File: config.mk
export PLATFORM = sky130hd
export DESIGN_NAME = quoted_printable_decoder_top
export DESIGN_NICKNAME = d
export VERILOG_FILES = /design/src/hdl/qpd_pkg.sv /design/src/hdl/quoted_printable_decoder_top.sv /design/src/hdl/qpd_decode.sv /design/src/hdl/qpd_outbuf.sv
export SDC_FILE = /design/constraint.sdc
export NUM_CORES = 1
export LEC_CHECK = 0
export BUFFER_PORTS_ARGS = -buffer_cell sky130_fd_sc_hd__buf_4
export CAP_MARGIN = 15
export CORE_MARGIN = 4
export CORE_UTILIZATION = 50
export CTS_BUF_LIST = sky130_fd_sc_hd__clkbuf_2
export DETAILED_ROUTE_END_ITERATION = 16
export GPL_TIMING_DRIVEN = 0
export PLACE_DENSITY = 0.79
export SYNTH_ARGS = -nofsm -noshare
export SYNTH_HDL_FRONTEND = slang
export SYNTH_SLANG_ARGS = --single-unit
File: constraint.sdc
create_clock -name i_clk -period 4.37 [get_ports i_clk]
set_input_delay 0.874 -clock i_clk [delete_from_list [all_inputs] [get_ports i_clk]]
set_output_delay 0.874 -clock i_clk [all_outputs]
set_load 0.01 [all_outputs]
File: src/hdl/qpd_pkg.sv
// Package for the quoted-printable decoder.
// Holds the character codes, the escape phase type, the result word types and hex helpers.
// No dependencies; imported by every module of the block.
`timescale 1ns / 1ps
`default_nettype none

package qpd_pkg;

    localparam logic [7:0] CH_EQUALS     = 8'h3D;
    localparam logic [7:0] CH_UNDERSCORE = 8'h5F;
    localparam logic [7:0] CH_NEWLINE    = 8'h0A;
    localparam logic [7:0] CH_SPACE      = 8'h20;

    localparam int unsigned MAX_RESULTS = 3;

    typedef enum logic [1:0] {
        PH_IDLE  = 2'd0,
        PH_EQ    = 2'd1,
        PH_DIGIT = 2'd2
    } t_phase;

    typedef struct packed {
        logic [7:0] out_byte;
        logic       byte_valid;
        logic       run_last;
        logic       text_end;
    } t_result;

    typedef struct packed {
        t_result [MAX_RESULTS-1:0] res;
        logic [1:0]                cnt;
    } t_dec_out;

    function automatic logic is_hex(input logic [7:0] c);
        return ((c >= 8'h30) && (c <= 8'h39)) ||
               ((c >= 8'h41) && (c <= 8'h46)) ||
               ((c >= 8'h61) && (c <= 8'h66));
    endfunction

    function automatic logic [3:0] hex_value(input logic [7:0] c);
        logic [7:0] v;
        v = 8'h00;
        if ((c >= 8'h30) && (c <= 8'h39)) begin
            v = c - 8'h30;
        end else if ((c >= 8'h41) && (c <= 8'h46)) begin
            v = c - 8'h37;
        end else if ((c >= 8'h61) && (c <= 8'h66)) begin
            v = c - 8'h57;
        end
        return v[3:0];
    endfunction

endpackage

`default_nettype wire

File: src/hdl/quoted_printable_decoder_top.sv
// Top level of the quoted-printable decoder: input register, mode register,
// escape decoder and result buffer. Depends on qpd_pkg, qpd_decode and qpd_outbuf.
//
//   Channel   Direction  Payload
//   s_axis    in         tdata[7:0] = in_byte, tlast = word_end
//   m_axis    out        tdata[7:0] = out_byte, tuser = {run_last, byte_valid}, tlast = text_end
//   cfg       in         i_cfg_wr_data = decode_mode, written when i_cfg_wr_en is high
//
// An accepted word waits in the input register until the result buffer is free, is then
// decoded, and its first result appears on m_axis the cycle after.
// While m_axis_tready is high, the output moves one result per cycle, an item with k results
// holds it until all k have left, and items giving one result or none flow at one per cycle.
// A new word is taken while results of the previous one still wait.
// Reset is synchronous and active low and returns the decoder to idle with mode 0.
`timescale 1ns / 1ps
`default_nettype none

module quoted_printable_decoder_top (
    input  wire logic       i_clk,
    input  wire logic       i_rst_n,
    input  wire logic       i_cfg_wr_en,
    input  wire logic       i_cfg_wr_data,
    input  wire logic       s_axis_tvalid,
    output logic            s_axis_tready,
    input  wire logic [7:0] s_axis_tdata,   // [7:0] in_byte
    input  wire logic       s_axis_tlast,
    output logic            m_axis_tvalid,
    input  wire logic       m_axis_tready,
    output logic [7:0]      m_axis_tdata,   // [7:0] out_byte
    output logic [1:0]      m_axis_tuser,   // [0] byte_valid, [1] run_last
    output logic            m_axis_tlast
);
    import qpd_pkg::*;

    logic       r_mode;
    logic       r_in_valid;
    logic [7:0] r_in_byte;
    logic       r_in_last;
    logic       w_load;
    logic       w_can_load;
    logic       w_pop;
    logic       w_accept;
    t_dec_out   w_dec;
    t_result    w_word;

    assign w_load        = r_in_valid && w_can_load;
    assign s_axis_tready = !r_in_valid || w_can_load;
    assign w_accept      = s_axis_tvalid && s_axis_tready;
    assign w_pop         = m_axis_tvalid && m_axis_tready;

    always_ff @(posedge i_clk) begin
        if (!i_rst_n) begin
            r_mode <= 1'b0;
        end else if (i_cfg_wr_en) begin
            r_mode <= i_cfg_wr_data;
        end
    end

    always_ff @(posedge i_clk) begin
        if (!i_rst_n) begin
            r_in_valid <= 1'b0;
        end else if (w_accept) begin
            r_in_valid <= 1'b1;
        end else if (w_load) begin
            r_in_valid <= 1'b0;
        end
    end

    always_ff @(posedge i_clk) begin
        if (w_accept) begin
            r_in_byte <= s_axis_tdata;
            r_in_last <= s_axis_tlast;
        end
    end

    qpd_decode u_decode (
        .i_clk   (i_clk),
        .i_rst_n (i_rst_n),
        .i_fire  (w_load),
        .i_byte  (r_in_byte),
        .i_last  (r_in_last),
        .i_mode  (r_mode),
        .o_out   (w_dec)
    );

    qpd_outbuf u_outbuf (
        .i_clk      (i_clk),
        .i_rst_n    (i_rst_n),
        .i_load     (w_load),
        .i_data     (w_dec),
        .i_pop      (w_pop),
        .o_can_load (w_can_load),
        .o_valid    (m_axis_tvalid),
        .o_word     (w_word)
    );

    assign m_axis_tdata = w_word.out_byte;
    assign m_axis_tuser = {w_word.run_last, w_word.byte_valid};
    assign m_axis_tlast = w_word.text_end;

endmodule

`default_nettype wire

File: src/hdl/qpd_decode.sv
// Escape decoder: holds the escape phase and the held digit, and turns one
// registered input word into up to three result words. Depends on qpd_pkg.
`timescale 1ns / 1ps
`default_nettype none

module qpd_decode (
    input  wire logic            i_clk,
    input  wire logic            i_rst_n,
    input  wire logic            i_fire,
    input  wire logic [7:0]      i_byte,
    input  wire logic            i_last,
    input  wire logic            i_mode,
    output qpd_pkg::t_dec_out    o_out
);
    import qpd_pkg::*;

    t_phase     r_phase;
    t_phase     n_phase;
    logic [7:0] r_held;
    logic [7:0] n_held;
    t_phase     w_mid_phase;
    logic [7:0] w_mid_held;
    logic       w_hex;
    logic       w_plain;
    logic [7:0] w_plain_byte;

    assign w_hex        = is_hex(i_byte);
    assign w_plain_byte = (i_mode && (i_byte == CH_UNDERSCORE)) ? CH_SPACE : i_byte;

    always_comb begin
        w_mid_held = r_held;
        w_plain    = 1'b0;
        case (r_phase)
            PH_EQ: begin
                if (!i_mode && (i_byte == CH_NEWLINE)) begin
                    w_mid_phase = PH_IDLE;
                end else if (w_hex) begin
                    w_mid_phase = PH_DIGIT;
                    w_mid_held  = i_byte;
                end else begin
                    w_mid_phase = (i_byte == CH_EQUALS) ? PH_EQ : PH_IDLE;
                    w_plain     = 1'b1;
                end
            end
            PH_DIGIT: begin
                w_mid_held = 8'h00;
                if (w_hex) begin
                    w_mid_phase = PH_IDLE;
                end else begin
                    w_mid_phase = (i_byte == CH_EQUALS) ? PH_EQ : PH_IDLE;
                    w_plain     = 1'b1;
                end
            end
            default: begin
                w_mid_phase = (i_byte == CH_EQUALS) ? PH_EQ : PH_IDLE;
                w_plain     = 1'b1;
            end
        endcase
        n_phase = i_last ? PH_IDLE : w_mid_phase;
        n_held  = i_last ? 8'h00 : w_mid_held;
    end

    always_comb begin
        logic [7:0] v_buf [MAX_RESULTS];
        logic [1:0] v_n;
        logic [1:0] v_top;
        for (int k = 0; k < MAX_RESULTS; k++) begin
            v_buf[k] = 8'h00;
        end
        v_n = 2'd0;
        case (r_phase)
            PH_EQ: begin
                if (w_plain) begin
                    v_buf[v_n] = CH_EQUALS;
                    v_n        = v_n + 2'd1;
                end
            end
            PH_DIGIT: begin
                if (w_hex) begin
                    v_buf[v_n] = {hex_value(r_held), hex_value(i_byte)};
                    v_n        = v_n + 2'd1;
                end else begin
                    v_buf[v_n] = CH_EQUALS;
                    v_n        = v_n + 2'd1;
                    v_buf[v_n] = r_held;
                    v_n        = v_n + 2'd1;
                end
            end
            default: begin
            end
        endcase
        if (w_plain && (i_byte != CH_EQUALS)) begin
            v_buf[v_n] = w_plain_byte;
            v_n        = v_n + 2'd1;
        end
        if (i_last) begin
            if (w_mid_phase == PH_EQ) begin
                v_buf[v_n] = CH_EQUALS;
                v_n        = v_n + 2'd1;
            end else if (w_mid_phase == PH_DIGIT) begin
                v_buf[v_n] = CH_EQUALS;
                v_n        = v_n + 2'd1;
                v_buf[v_n] = w_mid_held;
                v_n        = v_n + 2'd1;
            end
        end
        v_top = v_n - 2'd1;
        for (int k = 0; k < MAX_RESULTS; k++) begin
            o_out.res[k].out_byte   = v_buf[k];
            o_out.res[k].byte_valid = (2'(k) < v_n);
            o_out.res[k].run_last   = (v_n != 2'd0) && (2'(k) == v_top);
            o_out.res[k].text_end   = i_last && (v_n != 2'd0) && (2'(k) == v_top);
        end
        o_out.cnt = v_n;
        if (i_last && (v_n == 2'd0)) begin
            o_out.res[0].out_byte   = 8'h00;
            o_out.res[0].byte_valid = 1'b0;
            o_out.res[0].run_last   = 1'b1;
            o_out.res[0].text_end   = 1'b1;
            o_out.cnt               = 2'd1;
        end
    end

    always_ff @(posedge i_clk) begin
        if (!i_rst_n) begin
            r_phase <= PH_IDLE;
            r_held  <= 8'h00;
        end else if (i_fire) begin
            r_phase <= n_phase;
            r_held  <= n_held;
        end
    end

endmodule

`default_nettype wire

File: src/hdl/qpd_outbuf.sv
// Result buffer: takes the up to three result words of one item at once and
// hands them out in order, one per cycle while popped. Depends on qpd_pkg.
`timescale 1ns / 1ps
`default_nettype none

module qpd_outbuf (
    input  wire logic               i_clk,
    input  wire logic               i_rst_n,
    input  wire logic               i_load,
    input  wire qpd_pkg::t_dec_out  i_data,
    input  wire logic               i_pop,
    output logic                    o_can_load,
    output logic                    o_valid,
    output qpd_pkg::t_result        o_word
);
    import qpd_pkg::*;

    t_result [MAX_RESULTS-1:0] r_slot;
    logic [1:0]                r_cnt;

    assign o_valid    = (r_cnt != 2'd0);
    assign o_word     = r_slot[0];
    assign o_can_load = (r_cnt == 2'd0) || ((r_cnt == 2'd1) && i_pop);

    always_ff @(posedge i_clk) begin
        if (!i_rst_n) begin
            r_cnt <= 2'd0;
        end else if (i_load) begin
            r_cnt <= i_data.cnt;
        end else if (i_pop && (r_cnt != 2'd0)) begin
            r_cnt <= r_cnt - 2'd1;
        end
    end

    always_ff @(posedge i_clk) begin
        if (i_load) begin
            r_slot <= i_data.res;
        end else if (i_pop) begin
            for (int k = 0; k < MAX_RESULTS - 1; k++) begin
                r_slot[k] <= r_slot[k+1];
            end
        end
    end

    a_run_last_is_final_slot: assert property (@(posedge i_clk) disable iff (!i_rst_n)
        (o_valid && o_word.run_last) |-> (r_cnt == 2'd1))
        else $error("run_last shown with further words of the run still buffered");

    a_stall_holds_count: assert property (@(posedge i_clk) disable iff (!i_rst_n)
        ((r_cnt != 2'd0) && !i_pop) |=> (r_cnt == $past(r_cnt)))
        else $error("buffered word count changed while the output stalled");

    a_no_overwrite: assert property (@(posedge i_clk) disable iff (!i_rst_n)
        (i_load && (r_cnt > 2'd1)) |-> 1'b0)
        else $error("new item loaded over undelivered words");

    a_drain_empties: assert property (@(posedge i_clk) disable iff (!i_rst_n)
        (i_pop && (r_cnt == 2'd1) && !i_load) |=> (r_cnt == 2'd0))
        else $error("buffer not empty after its final word left");

endmodule

`default_nettype wire
## After elaboration in Yosys (flattened, before gate mapping)

Cells that the tools add are included.

- Bits of input ports: 15
- Register bits: 56
- Output and inout port bits: 13

- Order comparisons: 21
- Bitwise gates (word level): 6
- Mux-type cells: 51
- Equality and inequality tests: 11
- Add/sub/neg operators: 11
- Reduce and logical (&&, ||, !) cells: 39

Operators with widths:

| operator | count |
|---|---|
| two-way mux 24 bit | 4 |
| two-way mux 8 bit | 10 |
| bitwise mux 24 bit | 2 |
| demux 8 bit (select 2 bit) | 3 |
| two-way mux 22 bit | 2 |
| greater-or-equal comparator 8 x 7 -> 1 bit (second input constant) | 4 |
| less-or-equal comparator 8 x 7 -> 1 bit (second input constant) | 4 |
| case mux 8 bit (2 select lines) | 2 |
| logical AND 1 bit | 25 |
| two-way mux 4 bit | 6 |
| two-way mux 2 bit | 11 |
| greater-or-equal comparator 8 x 6 -> 1 bit (second input constant) | 2 |
| less-or-equal comparator 8 x 6 -> 1 bit (second input constant) | 2 |
| subtractor 4 x 3 -> 4 bit (second input constant) | 4 |
| bitwise OR 15 bit | 1 |
| two-way mux 13 bit | 1 |
| nonzero test 2 bit | 5 |
| bitwise AND 9 bit | 1 |
| greater-or-equal comparator 3 bit (second input constant) | 3 |
| less-than comparator 3 x 1 -> 1 bit (second input constant) | 3 |
| inverter 2 -> 3 bit | 3 |
| inverter 9 bit | 1 |
| equality test 8 x 4 -> 1 bit (second input constant) | 1 |
| equality test 8 x 6 -> 1 bit (second input constant) | 1 |
| other kinds (18) | 38 |

## Longest topological paths before layout

- Word-level depth: 24
- Depth in mapped cells: 17

## Hierarchy

A second synthesis with hierarchy kept.

- Cell total of the unflattened synthesis: 405
- Area total of the unflattened synthesis: 4,106.4 µm²

Modules (own cells, without submodules):

| module | times used | cells each | seq. area each (µm²) | area each (µm²) |
|---|---|---|---|---|
| qpd_decode | 1 | 298 | 200.2 | 2,142.1 |
| qpd_outbuf | 1 | 88 | 1,031.0 | 1,586.5 |
| quoted_printable_decoder_top | 1 | 19 | 310.3 | 377.9 |

## Worst setup path before layout

No wires, ideal clock.

- Path kind: reg-to-reg
- Start: reg r_in_byte[0]
- End: reg u_outbuf.r_slot (netlist bit u_outbuf.o_word[1]) (data pin)
- Path buffers: 1
- Stages on the path, launching flop included: 17
- Path slack: 187 ps
- Data required time: 4,114 ps
- Data arrival time: 3,926 ps
- Cells stage by stage: edfxtp_1 -> clkbuf_1 -> inv_1 -> ha_1 -> a2111oi_0 -> a21oi_1 -> o311ai_0 -> nand2_1 -> nand2_1 -> ha_1 -> mux2_2 -> o31ai_4 -> ha_1 -> nor3_1 -> a22oi_1 -> a2bb2oi_1 -> a22o_1

- Word-level cells in the longest chain between the ends: 21
- Elaborated cells on any way between the ends: 44
- Those cells by class: add/sub: 4; order compare: 6; eq/ne: 5; mux: 17; reduce/logical: 12

Ends and longest elaborated chain:

| item | line | source |
|---|---|---|
| start: declaration | quoted_printable_decoder_top.sv:37 | `logic [7:0] r_in_byte;` |
| start signal: assignment | quoted_printable_decoder_top.sv:71 | `r_in_byte <= s_axis_tdata;` |
| greater-or-equal comparator 8 x 6 -> 1 bit, or another cell as far along | qpd_pkg.sv:35 | `return ((c >= 8'h30) && (c <= 8'h39)) \|\|` |
| logical AND 1 bit (on tied branches) | qpd_pkg.sv:35, qpd_pkg.sv:36 |  |
| logical OR 1 bit | qpd_pkg.sv:35 |  |
| logical OR 1 bit | qpd_pkg.sv:36 | `((c >= 8'h41) && (c <= 8'h46)) \|\|` |
| two-way mux 1 bit | qpd_decode.sv:37, qpd_decode.sv:47 |  |
| two-way mux 1 bit | qpd_decode.sv:35 | `if (!i_mode && (i_byte == CH_NEWLINE)) begin` |
| case mux 1 bit (2 select lines) | qpd_decode.sv:33 | `case (r_phase)` |
| two-way mux 1 bit | qpd_decode.sv:73 | `if (w_plain) begin` |
| [... 5 more ...] | -- |  |
| two-way mux 2 bit | qpd_decode.sv:100 | `end else if (w_mid_phase == PH_DIGIT) begin` |
| two-way mux 2 bit | qpd_decode.sv:97 | `if (w_mid_phase == PH_EQ) begin` |
| two-way mux 2 bit * | qpd_decode.sv:96 | `if (i_last) begin` |
| subtractor 2 x 1 -> 2 bit | qpd_decode.sv:107 | `v_top = v_n - 2'd1;` |
| zero test 2 bit | qpd_decode.sv:111 | `o_out.res[k].run_last = (v_n != 2'd0) && (2'(k) == v_top);` |
| logical AND 1 bit | qpd_decode.sv:111 |  |
| two-way mux 13 bit * | qpd_decode.sv:115 | `if (i_last && (v_n == 2'd0)) begin` |
| two-way mux 22 bit * | qpd_outbuf.sv:36 | `if (i_load) begin` |
| end signal: assignment | qpd_outbuf.sv:37 | `r_slot <= i_data.res;` |
| end signal: indexed assignment | qpd_outbuf.sv:40 | `r_slot[k] <= r_slot[k+1];` |
| end: declaration | qpd_outbuf.sv:18 | `t_result [MAX_RESULTS-1:0] r_slot;` |

Mark *: on every way between the ends. The rest lies on a longest branch, timed or not.
A chain may end at the register's enable or synchronous reset.

## Final worst setup path

Ends and elaborated chain as after synthesis.

==> metrics.txt <==
Sink Count=55; min Tclk post-route=4189 ps; most common cell after layout, fill and taps aside=buf_4; WL/cell=19.29 µm; Leakage=1.608 nW; Worst-Skew Late Latency=480 ps; Post-Syn Instances=398; Area Overhead vs Synth=14.85%; Seq pwr share=53.3%; crit-path max cell delay=540 ps; routed wire length=10360 µm; Fin. Hold Viols=0; Clock transition at path regs=310 ps; register area share after synthesis=41.24%; antenna violations before repair=0; Final setup viols=0; Mapped Area=3665 µm²; async set-reset flop share out of synthesis=0%; HP Class=register to register; RSZ-0062 raised after global routing=no; crit path max fanout=9; Antenna Diode Count=0; Avg Synthesized Cell Area=9.208 µm²; Max Cap Viol=0; global-route wire length before repair=16190 µm; worst path cell trace=clkbuf_2, inv_1, ha_1, a2111o_1, o21ai_4, nand2_1, nand2_1, nand2_1, ha_1, mux2_2, o31ai_4, ha_4, nor3_1, a22oi_2, buf_4, a2bb2oi_4, a22o_1; most frequent cells in the layout=buf_4, nand2_1, edfxtp_1, nor2_1, o21ai_0; Peak Freq=238.7 MHz; Area contributors post-synth=edfxtp_1, dfxtp_1, ha_1, nand2_1, nor2_1; CP startpoint=r_in_byte[0]; R2R depth=17; vias per cell=6.287; Max-slew headroom=32.72%; Post-synth top flop=edfxtp_1; root buf cell=clkbuf_2; Pins Over Slew Limit=0; core area=6944 µm²; die height=93.61 µm; Int Pwr=888.2 µW; post-synth top area cell=edfxtp_1; CP endpoint kind=register; Util after Layout=60.61%; EDFF count, synth=41; most used cell, CP=nand2_1; Initial Utilization=52.77%; GRT Total Usage=23.66%; worst slack at placement=-704.9 ps; total power=1.325 mW; Worst Tran Pin Value=1009 ps; fin area=4209 µm²; PD cells=314.9 nW/µm²; Ports=28; routed vias=3376; Die W=93.61 µm; crit path kind=register to register; Reg2Reg Capture Point=u_outbuf.o_word[1]; post-detail-place hpwl=7732 µm; Final nets=474; PortBufs=27; standard-cell rows=30; WP data arrival=4490 ps; Iter 0 DRT Violations=365; share of layout cells above drive strength 1=18.37%; H-tree lvl count=2; setup ws final=181.0 ps; switch share=32.98%; CTS max path bufs=2; Net Count, Synth=432; reg2reg start=r_in_byte[0]; Switch Pwr=437.0 µW; largest net degree at the start of global routing=25; number of buffers created by CTS=5; Crit-path slowest cell=a2111o_1; Yosys reg bits=55; DRT antenna net count=0; Post-CTS Hold Buffers=0; Worst EP required=4670 ps; status=finished, final reports clean; Logic pwr share=29.9%; reg-to-reg slack, setup=180 ps; Clock power frac=16.8%; Critical Path End=u_outbuf.o_word[1]; crit start category=register; peak supply drop=0.0001310 V; number of global-route vias before repair=3160; CTS tree=built; area share of the largest cell type after synthesis=33.60%; drc violations=0; Final Cycle Share=95.86%; routability congestion estimate=0.9445; drt pass-1 iters=5; grt ovf=0; clock skew=25.81 ps; die footprint=8763 µm²; Area after DPL=3988 µm²; Synth cell types=69; synth warn=0
[metrics by stage]
stage	setup TNS (ps)	std cells	hold slack, ps
floorplan	0	398	437.9
global placement	-12410	521	467.3
detailed placement	-13690	521	476.8
CTS	0	530	535.5
global route	0	537	500.3
finish	0	537	541.2
[worst min-delay path by stage]
| stage | cells after the start | from | to |
|---|---|---|---|
| floorplan | 2 | u_decode.r_held[7] | u_decode.r_held[7] |
| global placement | 2 | u_outbuf.r_cnt[1] | u_outbuf.r_cnt[1] |
| detailed placement | 2 | u_outbuf.r_cnt[1] | u_outbuf.r_cnt[1] |
| CTS | 2 | u_outbuf.r_cnt[1] | u_outbuf.r_cnt[1] |
| global route | 1 | s_axis_tdata[6] | r_in_byte[6] |
| finish | 2 | u_outbuf.r_cnt[1] | u_outbuf.r_cnt[1] |
[cells in the mapped netlist (7+ instances only)]
| library cell | count |
|---|---|
| nand2b_1 | 9 |
| nand3_1 | 14 |
| inv_1 | 19 |
| o31ai_1 | 12 |
| o21ai_0 | 24 |
| clkbuf_1 | 13 |
| dfxtp_1 | 14 |
| nand2_1 | 44 |
| edfxtp_1 | 41 |
| a22oi_1 | 14 |
| a211oi_1 | 7 |
| buf_4 | 10 |
| nor2_1 | 37 |
| ha_1 | 19 |
| a21oi_1 | 20 |
[power by group through the flow]
stage | clock network [mW] | logic (mW) | registers [mW]
2_1_floorplan | 0 | 0.248 | 0.708
3_3_place_gp | 0 | 0.369 | 0.715
3_5_place_dp | 0 | 0.380 | 0.719
4_1_cts | 0.224 | 0.387 | 0.707
5_1_grt | 0.250 | 0.435 | 0.714
6_report | 0.223 | 0.396 | 0.707
[area by class of cell]
| cell class | count | area (µm²) |
|---|---|---|
| fillers | 620 | 2735 |
| multi-input cells | 294 | 2034 |
| flip-flops and latches | 55 | 1511 |
| repair buffers | 35 | 262.8 |
| plain buffers | 28 | 148.9 |
| well taps | 96 | 120.1 |
| inverters | 21 | 78.83 |
| clock inverters | 3 | 27.53 |
| clock buffers | 5 | 25.02 |
[worst max-delay path, delay by kind of cell, from the launching register on]
family                     cells  cell delay (ps)
and+or+nand+nor                4              360
DFF                            1              440
AOI/OAI and AO/OA              6             1510
muxes                          1              290
buffers and inverters          3              530
adders and majority gates      3              870
[repair_timing]
item | 4_1_cts | 5_1_grt
endpoints found under the setup margin | 32 | 17
pin swaps | 0 | 2
buffers inserted | 1 | 7
resized for setup | 8 | 11
[metal layers]
metal  vias to the layer above  wire, µm  track usage (%)  part of all wire (%)
li1                       1582         -                -                     -
met1                      1590      4425            32.47                    43
met2                       179      4755            38.30                    46
met3                        25       905            4.183                   8.7
met4                         0       272            6.859                   2.6
met5                         -         0                0                     0
[cell families (layout without fill, tap and decap cells)]
group / Yosys count / count (layout) / synth area share (%)
mux: 4 / 4 / 1.161
fa+ha+maj: 19 / 19 / 6.487
buf+inv: 49 / 92 / 6.179
flops: 55 / 55 / 41.24
simple gates: 135 / 135 / 17.69
compound gates: 136 / 136 / 27.25
[registers in the layout, summed over array words and instances, names as in the netlist]
register          flops
r_in_byte             8
r_in_last             1
r_in_valid            1
r_mode                1
u_decode.r_held       8
u_decode.r_phase      2
u_outbuf.o_word      11
u_outbuf.r_cnt        2
u_outbuf.r_slot      21
Power figures use the tool's default switching activity.
